[src/design/srlfr_pkg.sv]
// Shared types and constants for the start-run frame receiver.
package srlfr_pkg;

  localparam int unsigned BUFFER_DEPTH = 64;
  localparam int unsigned IDX_W = 9;

  localparam logic [1:0] START_RUN = 2'd3;

  localparam logic [1:0] CMD_BYTE    = 2'd0;
  localparam logic [1:0] CMD_SENT    = 2'd1;
  localparam logic [1:0] CMD_RELEASE = 2'd2;

  localparam logic [1:0] PH_IDLE = 2'd0;
  localparam logic [1:0] PH_LEN  = 2'd1;
  localparam logic [1:0] PH_BODY = 2'd2;

  localparam logic [1:0] REG_START_CODE   = 2'd0;
  localparam logic [1:0] REG_ACK_VALID    = 2'd1;
  localparam logic [1:0] REG_ACK_INVALID  = 2'd2;

  localparam logic [7:0] START_CODE_RST  = 8'd94;
  localparam logic [7:0] ACK_VALID_RST   = 8'd6;
  localparam logic [7:0] ACK_INVALID_RST = 8'd21;

  typedef struct packed {
    logic       payload_valid;
    logic [7:0] payload_byte;
    logic [5:0] payload_index;
    logic       overflow;
    logic       message_done;
    logic       ack_seen;
    logic       nak_seen;
    logic       message_pending;
    logic       awaiting_ack;
  } result_t;

endpackage

[src/design/srlfr_core.sv]
// Frame state, configuration registers and per-item result logic.
module srlfr_core (
  input  logic                 clk,
  input  logic                 rst,
  input  logic                 cfg_write,
  input  logic [1:0]           cfg_index,
  input  logic [7:0]           cfg_data,
  input  logic                 accept,
  input  logic [1:0]           command,
  input  logic [7:0]           rx_byte,
  output srlfr_pkg::result_t   result
);
  import srlfr_pkg::*;

  logic [7:0] start_code;
  logic [7:0] ack_valid_code;
  logic [7:0] ack_invalid_code;

  logic [1:0] phase, phase_next;
  logic [1:0] start_count, start_count_next;
  logic [7:0] remaining_length, remaining_length_next;
  logic [7:0] write_index, write_index_next;
  logic       pending_flag, pending_flag_next;
  logic       ack_wait_flag, ack_wait_flag_next;
  logic [1:0] count_inc;

  always_ff @(posedge clk) begin
    if (rst) begin
      start_code       <= START_CODE_RST;
      ack_valid_code   <= ACK_VALID_RST;
      ack_invalid_code <= ACK_INVALID_RST;
    end else if (cfg_write) begin
      case (cfg_index)
        REG_START_CODE:  start_code       <= cfg_data;
        REG_ACK_VALID:   ack_valid_code   <= cfg_data;
        REG_ACK_INVALID: ack_invalid_code <= cfg_data;
        default: ;
      endcase
    end
  end

  always_comb begin
    phase_next            = phase;
    start_count_next      = start_count;
    remaining_length_next = remaining_length;
    write_index_next      = write_index;
    pending_flag_next     = pending_flag;
    ack_wait_flag_next    = ack_wait_flag;
    count_inc             = start_count + 2'd1;
    result                = '0;

    case (command)
      CMD_SENT:    ack_wait_flag_next = 1'b1;
      CMD_RELEASE: pending_flag_next  = 1'b0;
      CMD_BYTE: begin
        case (phase)
          PH_IDLE: begin
            if (!pending_flag) begin
              if (rx_byte == start_code) begin
                if (count_inc == START_RUN) begin
                  phase_next       = PH_LEN;
                  start_count_next = 2'd0;
                end else begin
                  start_count_next = count_inc;
                end
              end
            end
          end
          PH_LEN: begin
            remaining_length_next = rx_byte;
            write_index_next      = 8'd0;
            phase_next            = PH_BODY;
          end
          PH_BODY: begin
            if (ack_wait_flag) begin
              if (rx_byte == ack_valid_code) begin
                ack_wait_flag_next = 1'b0;
                phase_next         = PH_IDLE;
                result.ack_seen    = 1'b1;
              end else if (rx_byte == ack_invalid_code) begin
                result.nak_seen = 1'b1;
              end
            end else if (remaining_length != 8'd0) begin
              remaining_length_next = remaining_length - 8'd1;
              if ({1'b0, write_index} < IDX_W'(BUFFER_DEPTH)) begin
                result.payload_valid = 1'b1;
                result.payload_byte  = rx_byte;
                result.payload_index = write_index[5:0];
              end else begin
                result.overflow = 1'b1;
              end
              if (write_index != 8'hFF) begin
                write_index_next = write_index + 8'd1;
              end
            end else begin
              pending_flag_next   = 1'b1;
              phase_next          = PH_IDLE;
              result.message_done = 1'b1;
            end
          end
          default: ;
        endcase
      end
      default: ;
    endcase

    result.message_pending = pending_flag_next;
    result.awaiting_ack    = ack_wait_flag_next;
  end

  always_ff @(posedge clk) begin
    if (rst) begin
      phase            <= PH_IDLE;
      start_count      <= 2'd0;
      remaining_length <= 8'd0;
      write_index      <= 8'd0;
      pending_flag     <= 1'b0;
      ack_wait_flag    <= 1'b0;
    end else if (accept) begin
      phase            <= phase_next;
      start_count      <= start_count_next;
      remaining_length <= remaining_length_next;
      write_index      <= write_index_next;
      pending_flag     <= pending_flag_next;
      ack_wait_flag    <= ack_wait_flag_next;
    end
  end

  a_sent_sets_wait: assert property (@(posedge clk) disable iff (rst)
    accept && command == CMD_SENT |=> ack_wait_flag)
    else $error("awaiting-ack flag not set after a sent command");

  a_release_clears: assert property (@(posedge clk) disable iff (rst)
    accept && command == CMD_RELEASE |=> !pending_flag)
    else $error("pending flag not cleared after release");

  a_store_or_drop: assert property (@(posedge clk) disable iff (rst)
    result.payload_valid |-> !result.overflow && phase == PH_BODY && !ack_wait_flag)
    else $error("payload stored outside the body or also flagged as dropped");

  a_len_to_body: assert property (@(posedge clk) disable iff (rst)
    accept && command == CMD_BYTE && phase == PH_LEN |=> phase == PH_BODY)
    else $error("length byte did not enter the body phase");

endmodule

[src/design/srlfr_out_stage.sv]
// Result register that holds one item until the consumer takes it.
module srlfr_out_stage (
  input  logic               clk,
  input  logic               rst,
  input  logic               in_valid,
  output logic               in_ready,
  input  srlfr_pkg::result_t result_in,
  output logic               out_valid,
  input  logic               out_ready,
  output srlfr_pkg::result_t result_out
);
  import srlfr_pkg::*;

  logic load;

  assign in_ready = !out_valid || out_ready;
  assign load     = in_valid && in_ready;

  always_ff @(posedge clk) begin
    if (rst) begin
      out_valid <= 1'b0;
    end else if (load) begin
      out_valid <= 1'b1;
    end else if (out_ready) begin
      out_valid <= 1'b0;
    end
  end

  always_ff @(posedge clk) begin
    if (load) begin
      result_out <= result_in;
    end
  end

endmodule

[src/design/start_run_length_frame_receiver.sv]
// Top level of the start-run frame receiver.
// The result of an item is registered and appears on the output in the cycle after the item is accepted.
// Throughput: one item per cycle unless the consumer holds off with out_ready low; the single
// result register is refilled in the same cycle that the consumer takes its contents.
// Reset (synchronous, active high) returns the frame state to idle, clears all
// flags and counters, and loads the default start, ack and reject codes.
module start_run_length_frame_receiver (
  input  logic       clk,
  input  logic       rst,
  input  logic       cfg_write,
  input  logic [1:0] cfg_index,
  input  logic [7:0] cfg_data,
  input  logic       in_valid,
  output logic       in_ready,
  input  logic [1:0] command,
  input  logic [7:0] rx_byte,
  output logic       out_valid,
  input  logic       out_ready,
  output logic       payload_valid,
  output logic [7:0] payload_byte,
  output logic [5:0] payload_index,
  output logic       overflow,
  output logic       message_done,
  output logic       ack_seen,
  output logic       nak_seen,
  output logic       message_pending,
  output logic       awaiting_ack
);
  import srlfr_pkg::*;

  result_t result_next;
  result_t result_q;
  logic    accept;

  assign accept = in_valid && in_ready;

  srlfr_core u_core (
    .clk       (clk),
    .rst       (rst),
    .cfg_write (cfg_write),
    .cfg_index (cfg_index),
    .cfg_data  (cfg_data),
    .accept    (accept),
    .command   (command),
    .rx_byte   (rx_byte),
    .result    (result_next)
  );

  srlfr_out_stage u_out (
    .clk        (clk),
    .rst        (rst),
    .in_valid   (in_valid),
    .in_ready   (in_ready),
    .result_in  (result_next),
    .out_valid  (out_valid),
    .out_ready  (out_ready),
    .result_out (result_q)
  );

  assign payload_valid   = result_q.payload_valid;
  assign payload_byte    = result_q.payload_byte;
  assign payload_index   = result_q.payload_index;
  assign overflow        = result_q.overflow;
  assign message_done    = result_q.message_done;
  assign ack_seen        = result_q.ack_seen;
  assign nak_seen        = result_q.nak_seen;
  assign message_pending = result_q.message_pending;
  assign awaiting_ack    = result_q.awaiting_ack;

endmodule

[config.mk]
export PLATFORM = sky130hd
export DESIGN_NAME = start_run_length_frame_receiver
export DESIGN_NICKNAME = d
export VERILOG_FILES = /design/src/design/srlfr_pkg.sv /design/src/design/srlfr_core.sv /design/src/design/srlfr_out_stage.sv /design/src/design/start_run_length_frame_receiver.sv
export SDC_FILE = /design/constraint.sdc
export NUM_CORES = 1
export LEC_CHECK = 0
export BUFFER_PORTS_ARGS = -buffer_cell sky130_fd_sc_hd__buf_2
export CAP_MARGIN = 20
export CORE_MARGIN = 2
export CORE_UTILIZATION = 45
export DETAILED_ROUTE_END_ITERATION = 6
export HOLD_SLACK_MARGIN = 0.15
export PLACE_DENSITY_LB_ADDON = 0.25
export SLEW_MARGIN = 20
export SYNTH_ARGS = -nofsm -noshare
export SYNTH_HDL_FRONTEND = slang
export SYNTH_HIERARCHICAL = 1
export SYNTH_SLANG_ARGS = --single-unit
[constraint.sdc]
create_clock -name clk -period 3.54 [get_ports clk]
set_clock_uncertainty 0.2 [all_clocks]
set_input_delay 0 -clock clk [delete_from_list [all_inputs] [get_ports clk]]
set_output_delay 0 -clock clk [all_outputs]
set_load 0.02 [all_outputs]
==> qor_table.md, run 1 <==
| Metric | Reported |
| --- | --- |
| Maximum count of clock buffers along a single path | 2 |
| Proportion of power drawn by flip-flops and latches | 0.505 |
| Overflow left after global routing | 0 |
| Startpoint Class | register |
| Post-Synthesis Net Count | 376 |
| Peak ir drop on the vdd network | 262 uV |
| Detailed-route vias per instance | 5.25 |
| Clock sink count | 68 |
| Antenna fix cells | 0 |
| Number of global-route vias before repair | 2586 |
| Comb pwr share | 0.100 |
| Area added between synthesis and finish | 25.7% |
| DP Area | 3650 um^2 |
| Result of the run | completed |
| Biggest cell delay along the critical path | 0.59 ns |
| Number of distinct library cells after synthesis | 53 |
| Worst hold-check path type | in -> reg |
| Avg Synthesized Cell Area | 9.71 um^2 |
| Max-slew headroom | 0.400 |
| Reported max-cap violation count | 0 |
| Overall power after layout | 1.66 mW |
| Register-to-register path setup slack | 0.92 ns |
| Antenna violations before repair | 0 |
| Static leakage | 1.67 nW |
| Chip width | 90.0 um |
| Post-synth design cell area | 3330 um^2 |
| Pins Over Slew Limit | 0 |
| Largest area contributor in the netlist | dfxtp_1 |
| Dominant register cell in the synthesized netlist | dfxtp_1 |
| Cts bufs inserted | 9 |
| Die footprint | 8100 um^2 |
| # port buffers | 47 |
| Final core occ | 0.580 |
| Fraction of the yosys area taken by sequential cells | 0.472 |
| Arr. time, crit path | 2.69 ns |
| Cell chosen for the clock root | clkbuf_8 |
| Critical path fanouts, max | 15 |
| Routability Congestion | 0.929 |
| Maximum number of pins on one net before global-route repair | 44 |
| Final antenna-violating net count | 0 |
| Vertical extent of the die | 90.0 um |
| Number of top-level pins | 48 |
| Total wirelength of the detailed-routed design | 7640 um |
| TritonCTS clock tree | built |
| CP max stage cell | a2111o_1 |
| Share of flip-flops with an asynchronous set or reset | 0 |
| WL/cell | 14.5 um |
| 1st-pass router iterations | 4 |
| Final Instance Area | 4190 um^2 |
| Std-Cell Core Area | 7210 um^2 |
| Commonest cells after routing, fill and taps aside | 47 x buf_2, 47 x dfxtp_1, 42 x nor2_1 |
| H-tree depth | 3 |
| Yosys warns | 6 |
| Final HPWL from detailed placement | 5060 um |
| Final nets | 455 |
| Fraction of power spent switching nets | 0.238 |
| Initial DRC Count | 158 |
| Portion of total power attributed to the clock network | 0.396 |
| Number of failing hold endpoints at the final stage | 0 |
| Transition at the pin with the smallest max-transition slack | 0.892 ns |
| Sw Pwr | 395 uW |
| Hold slack | 0.220 ns |
| P per Cell Area | 396 nW/um^2 |
| Required time reported for the critical path endpoint | 3.61 ns |
| Maximum operating frequency | 382 MHz |
| Element type at the critical path end | register |
| Clock latency on the worst-skew pair | 0.35 ns |
| Total via count in the routed design | 2762 |
| Number of synthesized flops with an enable pin | 21 |
| Combined global-route utilization of all metal layers | 0.192 |
| Internal | 1.26 mW |
| Crit path kind | reg -> reg |
| Worst-path cell chain | inv_1, ha_1, nand2b_1, a2111o_1, a21o_1, or4_1, a21oi_1 |
| Final setup violating endpoints | 0 |
| Top area cells in the synthesized netlist | dfxtp_1 28%, edfxtp_1 19%, xor2_1 5.0% |
| Wire length of the first global-routing pass | 12500 um |
| Final clock period utilization by the worst path | 0.739 |
| Number of core rows | 31 |
| Post-layout minimum cycle time | 2.62 ns |
| Unrepaired setup endpoints after global routing | false |
| Fraction of post-synthesis cell area in the top cell type by area | 0.283 |
| Total negative setup slack | 0 ns |
| CTS clock-pin slew for the worst setup and hold paths | 0.08 ns |
| Remaining design rule violation count | 0 |
| Post-synthesis instance total | 343 |
| Number of flip-flops and latches in the synthesized netlist | 68 |
| Effective utilization at floorplan | 0.461 |
| Fraction of layout cells with a size suffix above 1 | 0.185 |
==> cells by family (layout without fill, tap and decap cells) <==
group                    Yosys count  count (layout)  synth area share
AO/OA/AOI/OAI                     68              68             0.141
buffers and inverters             33             117            0.0398
flip-flops                        68              68             0.472
XOR/XNOR                          30              30            0.0789
multiplexers                      14              14            0.0425
AND/OR/NAND/NOR                  122             122             0.196
adder cells (fa/ha/maj)            8               8            0.0301
==> layer usage <==
| layer | vias up | track usage | routed length, um |
|---|---|---|---|
| met1 | 1310 | 0.260 | 3560 |
| li1 | 1367 | - | - |
| met4 | 0 | 0.0821 | 80 |
| met3 | 7 | 0.0335 | 352 |
| met5 | - | 0 | 0 |
| met2 | 78 | 0.303 | 3640 |
==> worst max-delay path, delay by kind of cell (launching register included) <==
kind	cells	cell delay (ns)
AO/OA/AOI/OAI	3	1.01
flip-flops	1	0.39
adder cells (fa/ha/maj)	1	0.23
AND/OR/NAND/NOR	2	0.62
buffers and inverters	1	0.10
==> power groups by stage <==
stage | Combinational [mW] | Clock (mW) | Sequential [mW]
floorplan | 0.0705 | 0 | 0.869
global placement | 0.136 | 0 | 0.853
detailed placement | 0.137 | 0 | 0.854
CTS | 0.164 | 0.671 | 0.836
global route | 0.180 | 0.698 | 0.839
finish | 0.165 | 0.656 | 0.836
==> synthesized netlist by cell type (2+ instances only) <==
| cell type | number |
|---|---|
| dfxtp_1 | 47 |
| nor2_1 | 42 |
| a21oi_1 | 23 |
| edfxtp_1 | 21 |
| xor2_1 | 19 |
| inv_1 | 16 |
| nand2_1 | 14 |
| and2_1 | 13 |
| mux2i_1 | 13 |
| clkbuf_1 | 12 |
| xnor2_1 | 11 |
| a211o_1 | 10 |
| o21ai_0 | 9 |
| ha_1 | 8 |
| nand4_1 | 7 |
| nor2b_1 | 7 |
| nand2b_1 | 6 |
| a21o_1 | 5 |
| nor3_1 | 5 |
| nor4_1 | 5 |
| nand3_1 | 4 |
| a211oi_1 | 3 |
| or3_1 | 3 |
| a2111oi_0 | 2 |
| a22oi_1 | 2 |
| and3_1 | 2 |
| buf_1 | 2 |
| buf_4 | 2 |
| nand3b_1 | 2 |
| o41a_1 | 2 |
| or2_2 | 2 |
| or3b_2 | 2 |
| or4_1 | 2 |
==> stage by stage <==
step,setup WS [ns],cells
6_report,0.924,526
4_1_cts,0.940,526
3_5_place_dp,0.963,477
2_1_floorplan,1.22,343
3_3_place_gp,1.03,477
5_1_grt,0.776,526
==> sequential cells by signal, summed over array words and instances, names as in the netlist <==
| signal | count |
|---|---|
| u_out/result_out | 21 |
| u_core/ack_valid_code | 8 |
| u_core/ack_wait_flag | 1 |
| u_out/out_valid | 1 |
| u_core/start_code | 8 |
| u_core/write_index | 8 |
| u_core/ack_invalid_code | 8 |
| u_core/phase | 2 |
| u_core/remaining_length | 8 |
| u_core/start_count | 2 |
| u_core/pending_flag | 1 |
==> layout make-up <==
class	instances	area (um^2)
fillers	667	3030
multi-input cells	242	1630
flip-flops and latches	68	1570
repair buffers	85	603
clock buffers	12	155
well taps	99	124
inverters	16	60.1
clock inverters	4	47.5
==> path summary, 6_finish.rpt <==
path / startpoint / endpoint / cells past startpoint
max: u_core/phase[0] / u_core/write_index[7] / 7
min: cfg_write / u_core/ack_invalid_code[4] / 3
max reg2reg: u_core/phase[0] / u_core/write_index[7] / 7
min reg2reg: u_core/ack_valid_code[2] / u_core/ack_valid_code[2] / 1
==> timing repair <==
action | CTS | global route
hold endpoints to repair | 76 | 0
setup endpoints to repair | 0 | 0
setup buffers | 0 | 0
hold buffers | 33 | 0
resized for setup | 0 | 0
(Power assumes the default switching activity.)
==> run 2: changes to the inputs <==
- clock period: 3.54 -> 2.5 ns (I/O delays scaled with it)
==> run 2 against run 1 <==
Compared with the run above: core utilization grew 1.5 points; final area rose by 2.6%; critical path depth unchanged; combinational power is 46% higher; die area unchanged; maximum frequency increased by 8.2%; register-to-register slack got worse by 0.84 ns; power up 49%; sequential cell count unchanged; largest cell class unchanged; largest power group unchanged.
==> qor_table.md, run 2 (synthesized netlist as in run 1, its figures left out) <==
| Metric | Reported | Delta |
| --- | --- | --- |
| Result of the run | completed |  |
| DP Area | 3710 um^2 | +1.6% |
| Remaining design rule violation count | 0 | unchanged |
| Number of gates resized after cts | 0 | unchanged |
| Static leakage | 1.73 nW | +3.6% |
| Routability Congestion | 0.881 | -5.2% |
| Fraction of layout cells with a size suffix above 1 | 0.208 | +0.0232 |
| CTS clock-pin slew for the worst setup and hold paths | 0.08 ns | about the same |
| Crit path kind | reg -> reg |  |
| Chip width | 90.0 um | unchanged |
| Final Instance Area | 4300 um^2 | +2.6% |
| Internal | 1.89 mW | +50% |
| Maximum operating frequency | 414 MHz | +8.2% |
| Number of failing hold endpoints at the final stage | 0 | unchanged |
| Startpoint Class | register |  |
| 1st-pass router iterations | 4 | unchanged |
| Slack of the critical path | 0.0824 ns | -0.842 ns |
| Placement-stage worst setup slack | 0.0940 ns | -0.869 ns |
| P per Cell Area | 573 nW/um^2 | +45% |
| Worst hold-check path type | in -> reg |  |
| Clock latency on the worst-skew pair | 0.34 ns | about the same |
| Peak ir drop on the vdd network | 310 uV | +18% |
| TritonCTS clock tree | built |  |
| Final non-filler cell total | 536 | +1.9% |
| Unrepaired setup endpoints after global routing | false |  |
| Transition at the pin with the smallest max-transition slack | 0.626 ns | -0.266 ns |
| Required time reported for the critical path endpoint | 2.57 ns | -1.04 ns |
| Vertical extent of the die | 90.0 um | unchanged |
| Effective utilization at floorplan | 0.461 | unchanged |
| Number of core rows | 31 | unchanged |
| Final antenna-violating net count | 0 | unchanged |
| Antenna violations before repair | 0 | unchanged |
| Cts bufs inserted | 9 | unchanged |
| Die footprint | 8100 um^2 | unchanged |
| Comb pwr share | 0.098 | -0.002 |
| # port buffers | 47 | unchanged |
| Number of global-route vias before repair | 2725 | +5.4% |
| Number of flip-flops in the largest register | 21 | unchanged |
| Fraction of power spent switching nets | 0.233 | -0.00549 |
| Critical path fanouts, max | 6 | -9 |
| Clock sink count | 68 | unchanged |
| Maximum count of clock buffers along a single path | 2 | unchanged |
| Final clock period utilization by the worst path | 0.967 | +0.228 |
| Proportion of power drawn by flip-flops and latches | 0.481 | -0.024 |
| Multi-input combinational cell area | 1630 um^2 | unchanged |
| Worst Reg-to-Reg Cells | 7 | unchanged |
| Arr. time, crit path | 2.49 ns | -0.20 ns |
| Final setup violating endpoints | 0 | unchanged |
| Wire length of the first global-routing pass | 12900 um | +3.4% |
| Element type at the critical path end | register |  |
| Portion of total power attributed to the clock network | 0.421 | +0.025 |
| Std-Cell Core Area | 7210 um^2 | unchanged |
| Biggest register | u_out/result_out |  |
| Total negative setup slack | 0 ns | unchanged |
| Total wirelength of the detailed-routed design | 7580 um | -0.72% |
| Area added between synthesis and finish | 29.0% |  |
| Final HPWL from detailed placement | 5210 um | +2.9% |
| Cell chosen for the clock root | clkbuf_8 |  |
| Post-layout minimum cycle time | 2.42 ns | -0.198 ns |
| Antenna fix cells | 0 | unchanged |
| Maximum number of pins on one net before global-route repair | 30 | -32% |
| Biggest cell delay along the critical path | 0.52 ns | -0.07 ns |
| Final core occ | 0.595 | +0.0151 |
| Overflow left after global routing | 0 | unchanged |
| CP max stage cell | a2111o_1 |  |
| Worst-path cell chain | inv_1, ha_1, nand2b_1, a2111o_1, a21o_1, or4_1, a21oi_1 |  |
| Final nets | 465 | +2.2% |
| WL/cell | 14.1 um | -2.6% |
| # fillers | 638 | -4.3% |
| Reported max-cap violation count | 0 | unchanged |
| Total via count in the routed design | 2763 | +0.036% |
| Pins Over Slew Limit | 0 | unchanged |
| Detailed-route vias per instance | 5.15 | -1.8% |
| Max-slew headroom | 0.581 | +0.182 |
| Commonest cells after routing, fill and taps aside | 47 x buf_2, 47 x dfxtp_1, 42 x nor2_1 |  |
| Placed insts | 485 | +1.7% |
| Combined global-route utilization of all metal layers | 0.198 | +0.00593 |
| Sw Pwr | 572 uW | +45% |
| H-tree depth | 3 | unchanged |
| Reg area | 1570 um^2 | unchanged |
| Initial DRC Count | 167 | +5.7% |
| Number of top-level pins | 48 | unchanged |
| WHS Path Cells | 4 | +1 |
## run 2: final timing paths
check,startpoint,end,slack [ns]
hold reg to reg,u_core/start_count[0],u_core/start_count[0],0.28
setup reg to reg,u_core/phase[0],u_core/write_index[7],0.08
hold / removal,cfg_data[3],u_core/ack_valid_code[3],0.27
setup / recovery,u_core/phase[0],u_core/write_index[7],0.08
## run 2: timing repair
action	CTS	global route
hold endpoints to repair	83	0
endpoints found under the setup margin	0	9
buffers inserted	0	3
hold buffers	32	0
## run 2: final cells by class
cell class	instances	area share
inverter	16	0.0140
clock buffer	12	0.0437
timing repair buffer	95	0.157
multi-input combinational	242	0.378
tap	99	0.0288
sequential	68	0.366
clock inverter	4	0.0119
## run 2: metrics by stage
stage / total power [mW] / hold slack, ns
finish: 2.46 / 0.267
global route: 2.56 / 0.262
CTS: 2.49 / 0.241
detailed placement: 1.41 / 0.0227
global placement: 1.41 / 0.0194
floorplan: 1.33 / -0.138
## run 2: metal layers
| layer | GRT usage | vias up | share of wire |
|---|---|---|---|
| li1 | - | 1387 | - |
| met1 | 0.260 | 1296 | 0.47 |
| met2 | 0.312 | 66 | 0.47 |
| met3 | 0.0344 | 14 | 0.041 |
| met4 | 0.104 | 0 | 0.021 |
| met5 | 0 | - | 0 |
## run 2: power groups by stage
stage	combinational [mW]	sequential [mW]	clock [mW]
after floorplan	0.0998	1.23	0
after global placement	0.199	1.21	0
after detailed placement	0.200	1.21	0
after CTS	0.238	1.18	1.07
after global routing	0.262	1.19	1.11
final	0.241	1.18	1.04
## run 2: critical path: cells and delay by family, from the launching register on
kind | cells | cell delay [ns]
buf+inv | 1 | 0.10
compound gates | 3 | 0.93
simple gates | 2 | 0.61
flops | 1 | 0.32
fa+ha+maj | 1 | 0.19
